## config.mk

```make
export PLATFORM = sky130hd
export DESIGN_NAME = sssp_ctrl_flat
export DESIGN_NICKNAME = d
export VERILOG_FILES = /design/src/rtl/core/sssp_pkg.sv /design/src/rtl/core/sssp_stream_if.sv /design/src/rtl/core/sssp_ctrl.sv /design/src/flat_wrapper.sv
export SDC_FILE = /design/constraint.sdc
export NUM_CORES = 2
export LEC_CHECK = 0
export BUFFER_PORTS_ARGS = -buffer_cell sky130_fd_sc_hd__buf_4
export CAP_MARGIN = 20
export CORE_ASPECT_RATIO = 0.75
export CORE_MARGIN = 5
export CORE_UTILIZATION = 57
export DETAILED_ROUTE_END_ITERATION = 12
export GPL_TIMING_DRIVEN = 0
export HOLD_SLACK_MARGIN = 0.03
export PLACE_DENSITY_LB_ADDON = 0.15
export SYNTH_ARGS = -nofsm -noshare
export SYNTH_HDL_FRONTEND = slang
export SYNTH_SLANG_ARGS = --single-unit
export TNS_END_PERCENT = 5
```

## constraint.sdc

```tcl
create_clock -name clk_i -period 7.8 [get_ports clk_i]
set_input_delay 1.17 -clock clk_i [delete_from_list [all_inputs] [get_ports clk_i]]
set_output_delay 1.17 -clock clk_i [all_outputs]
set_load 0.01 [all_outputs]
```

## src/rtl/core/sssp_pkg.sv

```systemverilog
`default_nettype none
package sssp_pkg;
  localparam int NODES = 64;
  localparam int WEIGHT_BITS = 14;
  localparam int NB = $clog2(NODES);
  localparam int AB = 2 * NB;
  localparam int DB = 20;
  localparam int EB = WEIGHT_BITS + 1;
  localparam logic [DB-1:0] DIST_MAX = {DB{1'b1}};

  localparam logic [1:0] REQ_ADD = 2'd0;
  localparam logic [1:0] REQ_REMOVE = 2'd1;
  localparam logic [1:0] REQ_SOLVE = 2'd2;

  typedef struct packed {
    logic [1:0]  req_type;
    logic [5:0]  node_a;
    logic [5:0]  node_b;
    logic [13:0] weight;
  } req_t;

  typedef struct packed {
    logic [5:0]  node;
    logic [19:0] distance;
    logic [5:0]  predecessor;
    logic        reachable;
    logic        has_predecessor;
    logic        last;
  } res_t;

  // edge store access from the controller
  typedef struct packed {
    logic          we;
    logic [AB-1:0] waddr;
    logic [EB-1:0] wdata;
    logic [AB-1:0] raddr;
  } edge_cmd_t;
endpackage
`default_nettype wire

```

## src/rtl/core/sssp_stream_if.sv

```systemverilog
`default_nettype none
interface sssp_req_if;
  import sssp_pkg::*;
  logic valid;
  logic ready;
  req_t data;
  modport source (output valid, output data, input ready);
  modport sink (input valid, input data, output ready);
endinterface

interface sssp_res_if;
  import sssp_pkg::*;
  logic valid;
  logic ready;
  res_t data;
  modport source (output valid, output data, input ready);
  modport sink (input valid, input data, output ready);
endinterface
`default_nettype wire

```

## src/rtl/core/sssp_ctrl.sv

```systemverilog
`default_nettype none
module sssp_ctrl (
  input  wire logic                clk_i,
  input  wire logic                rst_ni,
  sssp_req_if.sink                 req,
  sssp_res_if.source               res,
  output sssp_pkg::edge_cmd_t      cmd_o,
  input  wire logic [sssp_pkg::EB-1:0] rdata_i,
  output logic                     busy_o
);
  import sssp_pkg::*;

  localparam logic [3:0] S_IDLE = 4'd1, S_ADDR = 4'd2, S_ADDW = 4'd3,
                         S_INIT = 4'd4, S_SCAN = 4'd5, S_SCANL = 4'd6, S_REL = 4'd7,
                         S_RELW = 4'd8, S_OUT = 4'd9, S_OUTW = 4'd10;

  logic [3:0]    st_q, st_d;
  logic [NB:0]   cnt_q, cnt_d;
  req_t          r_q, r_d;
  logic [NB-1:0] u_q, u_d;
  logic          ufound_q, ufound_d;
  logic [DB-1:0] ud_q, ud_d;
  logic [NB:0]   up_q, up_d;
  logic [NB-1:0] rel_i_q, rel_i_d;
  logic          relv_q, relv_d;

  // per-node scratch memories with a registered read
  logic [DB-1:0] dist_mem [NODES];
  logic [NB:0]   pred_mem [NODES];
  logic [1:0]    flag_mem [NODES];
  logic [NODES-1:0] init_q, init_d;
  logic [DB-1:0] dist_rd;
  logic [NB:0]   pred_rd;
  logic [1:0]    flag_rd;
  logic [NB-1:0] sraddr;
  logic          swe;
  logic [NB-1:0] swaddr;
  logic [DB-1:0] swdist;
  logic [NB:0]   swpred;
  logic [1:0]    swflag;
  logic          sclr;

  always_ff @(posedge clk_i) begin
    if (swe) begin
      dist_mem[swaddr] <= swdist;
      pred_mem[swaddr] <= swpred;
      flag_mem[swaddr] <= swflag;
    end
    dist_rd <= dist_mem[sraddr];
    pred_rd <= pred_mem[sraddr];
    flag_rd <= flag_mem[sraddr];
  end

  // reached flag: reset per solve in flip-flops
  logic [1:0] fl_eff;
  assign fl_eff = init_q[rel_i_q] ? flag_rd : 2'b00;

  always_comb begin
    init_d = init_q;
    if (sclr) init_d = '0;
    if (swe) init_d[swaddr] = 1'b1;
  end

  logic [NB-1:0] cidx;
  assign cidx = cnt_q[NB-1:0];
  logic [NB:0] nodes_c;
  assign nodes_c = (NB+1)'(NODES);
  logic [EB-1:0] wnew;
  assign wnew = {1'b1, r_q.weight[WEIGHT_BITS-1:0]};
  logic [DB:0] sum;
  assign sum = {1'b0, ud_q} + (DB+1)'(rdata_i[WEIGHT_BITS-1:0]);
  logic [DB-1:0] nd;
  assign nd = sum[DB] ? DIST_MAX : sum[DB-1:0];

  always_comb begin
    st_d = st_q; cnt_d = cnt_q; r_d = r_q; u_d = u_q; ufound_d = ufound_q;
    ud_d = ud_q; up_d = up_q; rel_i_d = rel_i_q; relv_d = 1'b0;
    cmd_o = '0; swe = 1'b0; swaddr = rel_i_q; swdist = '0; swpred = '0; swflag = '0;
    sraddr = cidx; sclr = 1'b0;
    req.ready = 1'b0; res.valid = 1'b0; res.data = '0;
    case (st_q)
      S_IDLE: begin
        req.ready = 1'b1;
        if (req.valid) begin
          r_d = req.data;
          if (req.data.req_type == REQ_SOLVE) begin
            st_d = S_INIT;
          end else if ((req.data.req_type == REQ_ADD || req.data.req_type == REQ_REMOVE)
                       && req.data.node_a != req.data.node_b) begin
            st_d = S_ADDR;
          end
          cmd_o.raddr = {req.data.node_a[NB-1:0], req.data.node_b[NB-1:0]};
        end
      end
      S_ADDR: begin
        // first direction here, the reverse in S_ADDW; an add that is not shorter than a stored edge writes neither
        if (r_q.req_type == REQ_REMOVE) begin
          cmd_o.we = 1'b1; cmd_o.wdata = '0;
          cmd_o.waddr = {r_q.node_a[NB-1:0], r_q.node_b[NB-1:0]};
          st_d = S_ADDW;
        end else if (!(rdata_i[WEIGHT_BITS] &&
                       rdata_i[WEIGHT_BITS-1:0] <= wnew[WEIGHT_BITS-1:0])) begin
          cmd_o.we = 1'b1; cmd_o.wdata = wnew;
          cmd_o.waddr = {r_q.node_a[NB-1:0], r_q.node_b[NB-1:0]};
          st_d = S_ADDW;
        end else st_d = S_IDLE;
      end
      S_ADDW: begin
        cmd_o.we = 1'b1;
        cmd_o.wdata = r_q.req_type == REQ_REMOVE ? '0 : wnew;
        cmd_o.waddr = {r_q.node_b[NB-1:0], r_q.node_a[NB-1:0]};
        st_d = S_IDLE;
      end
      S_INIT: begin
        sclr = 1'b1;
        ufound_d = 1'b0;
        cnt_d = '0;
        if ({1'b0, r_q.node_a} < nodes_c) begin
          swe = 1'b1; swaddr = r_q.node_a[NB-1:0];
          swdist = '0; swpred = '0; swflag = 2'b01;
          st_d = S_SCAN;
        end else st_d = S_OUT;
      end
      S_SCAN: begin
        // read node cidx; result evaluated next cycle
        sraddr = cidx;
        rel_i_d = cidx;
        relv_d = cnt_q < nodes_c;
        cnt_d = cnt_q + 1'b1;
        if (relv_q && fl_eff == 2'b01 && (!ufound_q || dist_rd < ud_q)) begin
          ufound_d = 1'b1; u_d = rel_i_q; ud_d = dist_rd; up_d = pred_rd;
        end
        if (cnt_q == nodes_c) st_d = S_SCANL;
      end
      S_SCANL: begin
        if (!ufound_q) begin
          st_d = S_OUT; cnt_d = '0;
        end else begin
          swe = 1'b1; swaddr = u_q; swdist = ud_q; swpred = up_q;
          swflag = 2'b11;
          sraddr = u_q;
          st_d = S_REL; cnt_d = '0;
        end
      end
      S_REL: begin
        // pipelined: issue edge and scratch reads, finish previous node
        sraddr = cidx;
        cmd_o.raddr = {u_q, cidx};
        rel_i_d = cidx;
        relv_d = cnt_q < nodes_c;
        cnt_d = cnt_q + 1'b1;
        if (relv_q && rdata_i[WEIGHT_BITS] && !fl_eff[1] &&
            (!fl_eff[0] || nd < dist_rd)) begin
          swe = 1'b1; swaddr = rel_i_q; swdist = nd;
          swpred = {1'b1, u_q}; swflag = 2'b01;
        end
        if (cnt_q == nodes_c) begin
          st_d = S_SCAN; cnt_d = '0; ufound_d = 1'b0;
        end
      end
      S_OUT: begin
        sraddr = cidx; rel_i_d = cidx;
        st_d = S_OUTW;
      end
      S_OUTW: begin
        sraddr = cidx; rel_i_d = cidx;
        res.valid = 1'b1;
        res.data.node = 6'(rel_i_q);
        res.data.reachable = fl_eff[0];
        res.data.distance = fl_eff[0] ? dist_rd : '0;
        res.data.has_predecessor = fl_eff[0] & pred_rd[NB];
        res.data.predecessor = (fl_eff[0] & pred_rd[NB]) ? 6'(pred_rd[NB-1:0]) : '0;
        res.data.last = rel_i_q == NB'(NODES-1);
        if (res.ready) begin
          if (rel_i_q == NB'(NODES-1)) st_d = S_IDLE;
          else begin
            cnt_d = cnt_q + 1'b1; st_d = S_OUT;
          end
        end
      end
      default: st_d = S_IDLE;
    endcase
  end

  assign busy_o = st_q != S_IDLE;

  always_ff @(posedge clk_i or negedge rst_ni) begin
    if (!rst_ni) begin
      st_q <= S_IDLE; cnt_q <= '0; relv_q <= 1'b0; ufound_q <= 1'b0; init_q <= '0;
    end else begin
      st_q <= st_d; cnt_q <= cnt_d; relv_q <= relv_d; ufound_q <= ufound_d;
      init_q <= init_d;
    end
  end

  always_ff @(posedge clk_i) begin
    r_q <= r_d; u_q <= u_d; ud_q <= ud_d; up_q <= up_d; rel_i_q <= rel_i_d;
  end
endmodule
`default_nettype wire

```

## src/flat_wrapper.sv

```systemverilog
// flat-port wrapper written by rule: the top's interface ports become plain ports
module sssp_ctrl_flat import sssp_pkg::*;
  (clk_i, rst_ni, cmd_o, rdata_i, busy_o, req_valid, req_data, req_ready, res_valid, res_data, res_ready);
  sssp_req_if req_i ();
  sssp_res_if res_i ();
  input  wire logic clk_i;
  input  wire logic rst_ni;
  output sssp_pkg::edge_cmd_t cmd_o;
  input  wire logic [sssp_pkg::EB-1:0] rdata_i;
  output logic busy_o;
  input wire logic [$bits(req_i.valid)-1:0] req_valid;
  input wire logic [$bits(req_i.data)-1:0] req_data;
  output wire logic [$bits(req_i.ready)-1:0] req_ready;
  output wire logic [$bits(res_i.valid)-1:0] res_valid;
  output wire logic [$bits(res_i.data)-1:0] res_data;
  input wire logic [$bits(res_i.ready)-1:0] res_ready;
  assign req_i.valid = req_valid;
  assign req_i.data = req_data;
  assign req_ready = req_i.ready;
  assign res_valid = res_i.valid;
  assign res_data = res_i.data;
  assign res_i.ready = res_ready;
  sssp_ctrl u_core (.clk_i(clk_i), .rst_ni(rst_ni), .req(req_i), .res(res_i), .cmd_o(cmd_o), .rdata_i(rdata_i), .busy_o(busy_o));
endmodule
```

# ---- Word level (Yosys, flattened, before mapping)
# Memory sizes are Yosys's and may differ from the RTL's. A register that Yosys moved wholly into a read port is not among the register bits.
# Index checks and enable logic that the tools add are counted.
dict set report totals {
  out_inout_bits 78
  n_memories 3
  input_bits 47
  register_bits 144
  ram_bits 1856
}
# name words width read_ports rd_clocked_by_memory_dff wr line
set mem_list {}
lappend mem_list {u_core.dist_mem 64 20 1 1 1 sssp_ctrl.sv:28} ;# logic [DB-1:0] dist_mem [NODES];
lappend mem_list {u_core.pred_mem 64 7 1 1 1 sssp_ctrl.sv:29} ;# logic [NB:0] pred_mem [NODES];
lappend mem_list {u_core.flag_mem 64 2 1 1 1 sssp_ctrl.sv:30} ;# logic [1:0] flag_mem [NODES];
dict set report classes {
  muxes 61
  reduce_logical 25
  bitwise 2
  n_lt_le_gt_ge 8
  addsub 2
  n_eq_ne 24
}
# cell n
set op_table {}
lappend op_table {{2-to-1 mux 64 bit} 2}
lappend op_table {{2-to-1 mux 20 bit} 4}
lappend op_table {{OR 64 bit} 1}
lappend op_table {{2-to-1 mux 28 bit} 2}
lappend op_table {{one-hot mux 28 bit (2 select lines)} 1}
lappend op_table {{< comparator 20 bit} 2}
lappend op_table {{2-to-1 mux 4 bit} 10}
lappend op_table {{one-hot mux 20 bit (2 select lines)} 1}
lappend op_table {{2-to-1 mux 35 bit} 1}
lappend op_table {{2-to-1 mux 7 bit} 5}
lappend op_table {{one-hot mux 4 bit (8 select lines)} 1}
lappend op_table {{2-to-1 mux 6 bit} 5}
lappend op_table {{one-hot mux 7 bit (4 select lines)} 1}
lappend op_table {{one-hot mux 12 bit (2 select lines)} 1}
lappend op_table {{adder 20 x 14 -> 21 bit} 1}
lappend op_table {{< comparator 6 x 7 -> 1 bit, second input constant} 3}
lappend op_table {{equality test 4 x 3 -> 1 bit, second input constant} 4}
lappend op_table {{2-to-1 mux 1 bit} 15}
lappend op_table {{2-to-1 mux 15 bit} 1}
lappend op_table {{less-or-equal comparator 14 bit} 1}
lappend op_table {{one-hot mux 7 bit (2 select lines)} 1}
lappend op_table {{2-to-1 mux 12 bit} 1}
lappend op_table {{one-hot mux 6 bit (2 select lines)} 1}
lappend op_table {{equality test 4 x 2 -> 1 bit, second input constant} 2}
lappend op_table {{other kinds (31)} 55}

# ---- Depth between registers and ports, before layout
dict set report logic_depth {
  word_depth 10
  mapped_depth 23
}

# ---- Worst setup path before layout
# Ideal clock, no wire load.
dict set report synth_timing {
  path_kind {input -> register}
  startpoint {in rdata_i[0] (netlist name)}
  endpoint {mem u_core.dist_mem[4][0], enable pin}
  arrival_time_ns 7.923
  required_time_ns 7.312
  stages 19
  slack_ns -0.611
  cell_sequence {ha_1 fa_1 a211oi_1 o211ai_1 a21oi_1 a21oi_1 o21ai_1 clkbuf_1 nand2_1 ha_1 a21oi_1 nor2_1 a211oi_1 o22ai_1 a2111o_1 o21ai_4 nor3_4 clkbuf_1 nor4_1}
}
dict set report synth_between {
  elab_chain_len 9
}
# item line
set synth_rtl {}
lappend synth_rtl {{from (decl)} flat_wrapper.sv:9} ;# input wire logic [sssp_pkg::EB-1:0] rdata_i;
lappend synth_rtl {{adder 20 x 14 -> 21 bit} sssp_ctrl.sv:71} ;# assign sum = {1'b0, ud_q} + (DB+1)'(rdata_i[WEIGHT_BITS-1:0]);
lappend synth_rtl {{2-to-1 mux 20 bit} sssp_ctrl.sv:73} ;# assign nd = sum[DB] ? DIST_MAX : sum[DB-1:0];
lappend synth_rtl {{< comparator 20 bit} sssp_ctrl.sv:153} ;# (!fl_eff[0] || nd < dist_rd)) begin
lappend synth_rtl {{logical OR 1 bit} sssp_ctrl.sv:153}
lappend synth_rtl {{logical AND 1 bit} sssp_ctrl.sv:152} ;# if (relv_q && rdata_i[WEIGHT_BITS] && !fl_eff[1] &&
lappend synth_rtl {{2-to-1 mux 1 bit} sssp_ctrl.sv:152}
lappend synth_rtl {{one-hot mux 1 bit (3 select lines)} sssp_ctrl.sv:81} ;# case (st_q)
lappend synth_rtl {{2-to-1 mux 1 bit} sssp_ctrl.sv:44} ;# if (swe) begin
lappend synth_rtl {{2-to-1 mux 1 bit (not written as such)} sssp_ctrl.sv:45} ;# dist_mem[swaddr] <= swdist;
lappend synth_rtl {{to (decl)} sssp_ctrl.sv:28}
# No other way between the ends.

# ---- Worst setup path in the final report
dict set report layout_timing {
  startpoint {in rdata_i[0] (netlist name)}
  endpoint {mem u_core.dist_mem[61][17], enable pin}
}
dict set report layout_between {
  elab_chain_len 9
}
# item line
set layout_rtl {}
lappend layout_rtl {{adder 20 x 14 -> 21 bit} sssp_ctrl.sv:71}
lappend layout_rtl {{2-to-1 mux 20 bit} sssp_ctrl.sv:73}
lappend layout_rtl {{< comparator 20 bit} sssp_ctrl.sv:153}
lappend layout_rtl {{logical OR 1 bit} sssp_ctrl.sv:153}
lappend layout_rtl {{logical AND 1 bit} sssp_ctrl.sv:152}
lappend layout_rtl {{2-to-1 mux 1 bit} sssp_ctrl.sv:152}
lappend layout_rtl {{one-hot mux 1 bit (3 select lines)} sssp_ctrl.sv:81}
lappend layout_rtl {{named net u_core.swe} sssp_ctrl.sv:36} ;# logic swe;
lappend layout_rtl {{2-to-1 mux 1 bit} sssp_ctrl.sv:44}
lappend layout_rtl {{2-to-1 mux 1 bit (not written as such)} sssp_ctrl.sv:45}
# The timed path passes the listed nets, and every way through them passes these cells.

==> flow_summary.json <==
{
  "utilization_pct": 67.21,
  "cp_data_arrival_time_ns": 8.32,
  "worstSetupStartpointType": "input pin",
  "antenna_found_initial": 22,
  "cts_tree": "built",
  "fp.dieH_um": 336.3,
  "yosys.area_share.simple_pct": 10.33,
  "setup_slack_ns": -0.01677,
  "path_max_fanout": 73,
  "yosysWarnings": 0,
  "gp_congestion": 0.9965,
  "start_util_pct": 57.49,
  "ant_nets": 0,
  "postSynthAreaPerCell_um2": 15.49,
  "yosys.area_share.adder_pct": 1.077,
  "final-hold-violation-count": 0,
  "coreArea_um2": 140700,
  "synthesis.instances": 5222,
  "fin_area_um2": 94560,
  "setup_viol": 9,
  "drt-total-wl_um": 269300,
  "slowest_delay_ns": 0.75,
  "holdWs_ns": 0.1640,
  "tightest_slew_ns": 1.309,
  "slowest_stage": "nor2_4",
  "period_share_pct": 100.2,
  "fmax_mhz": 127.9,
  "syn_nets": 5338,
  "synth-edff-count": 1923,
  "core.rowCount": 119,
  "dieArea_um2": 149600,
  "endpoint_kind": "flip-flop",
  "die_width_um": 445.0,
  "worstSkewPairLatency_ns": 0.83,
  "path_class": "input pin to flip-flop",
  "htree_levels": 4,
  "fin_nets": 5952,
  "cts_buffer_depth": 3,
  "detailed_place.area_um2": 88490,
  "grt_use_total_pct": 35.76,
  "synth_xor_area_share_pct": 0.2382,
  "slew_violations": 0,
  "fin_skew_ns": 0.03731,
  "power.total_uw": 31080,
  "finalCriticalPeriod_ns": 7.817,
  "async_flop_share_pct": 3.795,
  "relSlewSlack_pct": 12.70,
  "vias": 52940,
  "layout-drive-gt1-share_pct": 19.61,
  "layout_common_cells": "edfxtp_1, nand2_1, nand3_1",
  "synth_top_family_by_area": "simple AND/OR/NAND/NOR gates",
  "wire_per_inst_um": 34.17,
  "status": "finished, violations left",
  "synth_cell_types": 72,
  "synth_mux_area_share_pct": 7.066,
  "leakagePower_uw": 0.03226,
  "syn_area_um2": 80890,
  "ys_ff_latch": 2029,
  "power_density_nw_per_um2": 328.7,
  "synth-compound-area-share_pct": 4.758,
  "gr-total-overflow": 0,
  "grt_pass1_vias": 48640,
  "synth-main-ff-cell": "edfxtp_1",
  "violations": "setup timing",
  "ir_worst_vdd_mv": 0.2120,
  "clkSinkCount": 2029,
  "numCtsBuffers": 184,
  "cts-root-buf": "clkbuf_16",
  "port_buffers": 124,
  "layout_commonest_cell": "edfxtp_1",
  "area_delta_synth_final_pct": 16.90,
  "grt_max_degree": 78,
  "viasPerCell": 6.716,
  "grt_pass1_wl_um": 372700,
  "drv_cap": 0,
  "yosysSeqAreaShare_pct": 74.49,
  "hp-class": "input pin to asynchronous set/reset pin",
  "drc": 0,
  "drtIter0Drc": 9130,
  "clk_pin_slew_ns": 0.06,
  "dpl.hpwl_um": 192900,
  "io_pins": 125,
  "cp_cell_sequence": "buf_4, ha_1, fa_1, a211oi_1, o211ai_1, a21oi_2, a21oi_1, o21ai_4, clkbuf_2, nand2_1, ha_1, a21oi_1, nor2_1, a211oi_1, o22ai_1, a2111o_1, o21ai_4, nor3_4, inv_2, buf_6, nand4_2, nor2_4, buf_12",
  "post-place-ws_ns": -1.589,
  "dr.pass1.iters": 8,
  "cp.required_ns": 8.30
}
## state kept, by name (all words and copies together) (netlist names), 2 cells and up
register,count
u_core.dist_mem,1280
u_core.pred_mem,448
u_core.flag_mem,128
u_core.init_q,64
u_core.r_q,28
u_core.dist_rd,20
u_core.ud_q,20
u_core.cnt_q,7
u_core.pred_rd,7
u_core.up_q,7
u_core.rel_i_q,6
u_core.u_q,6
u_core.st_q,4
u_core.flag_rd,2
## per-stage QoR
step / setup TNS, ns / instances
3_5_place_dp: -2012.04 / 7517
5_1_grt: -0.6819 / 7869
3_3_place_gp: - / 7221
4_1_cts: -0.1815 / 7859
2_1_floorplan: -674.68 / 5222
6_report: -0.1246 / 7882
## cell usage after synthesis, drive strengths merged, types with 34 or more instances
cell,count,area [um^2]
a21oi,139,699.4
mux4,248,5585
nor3,43,249.0
nor4,34,212.7
nand2,1068,4009
a31oi,105,656.9
nor2,76,285.3
buf,131,708.2
ha,68,850.8
a22oi,119,898.4
clkbuf,181,679.4
o21ai,142,759.5
nand3,396,1999
dfrtp,76,1902
inv,71,269.0
edfxtp,1923,57750
nand4,132,874.6
## report_power, final
group,internal (uW),total (uW),switching [uW]
Combinational,2810,9390,6570
Sequential,12400,12700,291
Clock,4980,9000,4020
Total,20200,31100,10900
## final cells by class
type / instances / area [um^2]
Multi-Input combinational cell: 2810 / 19780
Clock inverter: 86 / 734.5
Clock buffer: 256 / 5147
Sequential cell: 2029 / 60250
Fill cell: 9476 / 46140
Antenna cell: 15 / 37.54
Tap cell: 1875 / 2346
Timing Repair Buffer: 428 / 4603
Inverter: 71 / 269.0
Buffer: 312 / 1394
## cells by family after synthesis
logic type                 after synthesis
buffers and inverters                  383
xor gates and xnor gates                22
and+or+nand+nor                       1856
DFF                                   2029
muxes                                  261
AOI/OAI and AO/OA                      602
adders and majority gates               69
## worst max-delay path, delay by kind of cell
| kind | cells | cell delay (ns) |
|---|---|---|
| compound gates | 10 | 3.04 |
| simple gates | 5 | 1.54 |
| buf+inv | 5 | 1.48 |
| fa+ha+maj | 3 | 1.00 |
## path summary, 6_finish.rpt
path                                   start                 endpoint  slack (ns)  cells after the start
min in group clk_i         u_core.rel_i_q[1]            u_core.u_q[1]        0.45                      0
min                                   rst_ni        u_core.init_q[20]        0.16                      1
min reg2reg                u_core.rel_i_q[1]            u_core.u_q[1]        0.45                      0
max                               rdata_i[0]  u_core.dist_mem[61][17]       -0.02                     23
max in group asynchronous             rst_ni           u_core.st_q[0]        7.04                      2
max reg2reg                   u_core.ud_q[0]  u_core.dist_mem[61][17]       -0.02                     22
## timing repair
item	CTS	global route
resized for setup	4	4
pin swaps	1	3
hold buffers	0	0
setup endpoints to repair	906	566
buffers inserted	0	1
## routing by layer
layer	share of wire [%]	routed length (um)	vias up	global-route usage, %
met5	0.043	116	-	0
met4	4.9	13310	16	15.74
met3	16	43460	628	13.26
met2	41	110900	4338	48.73
met1	38	101600	26590	52.11
li1	-	-	21370	-
Power figures use the tool's default switching activity.
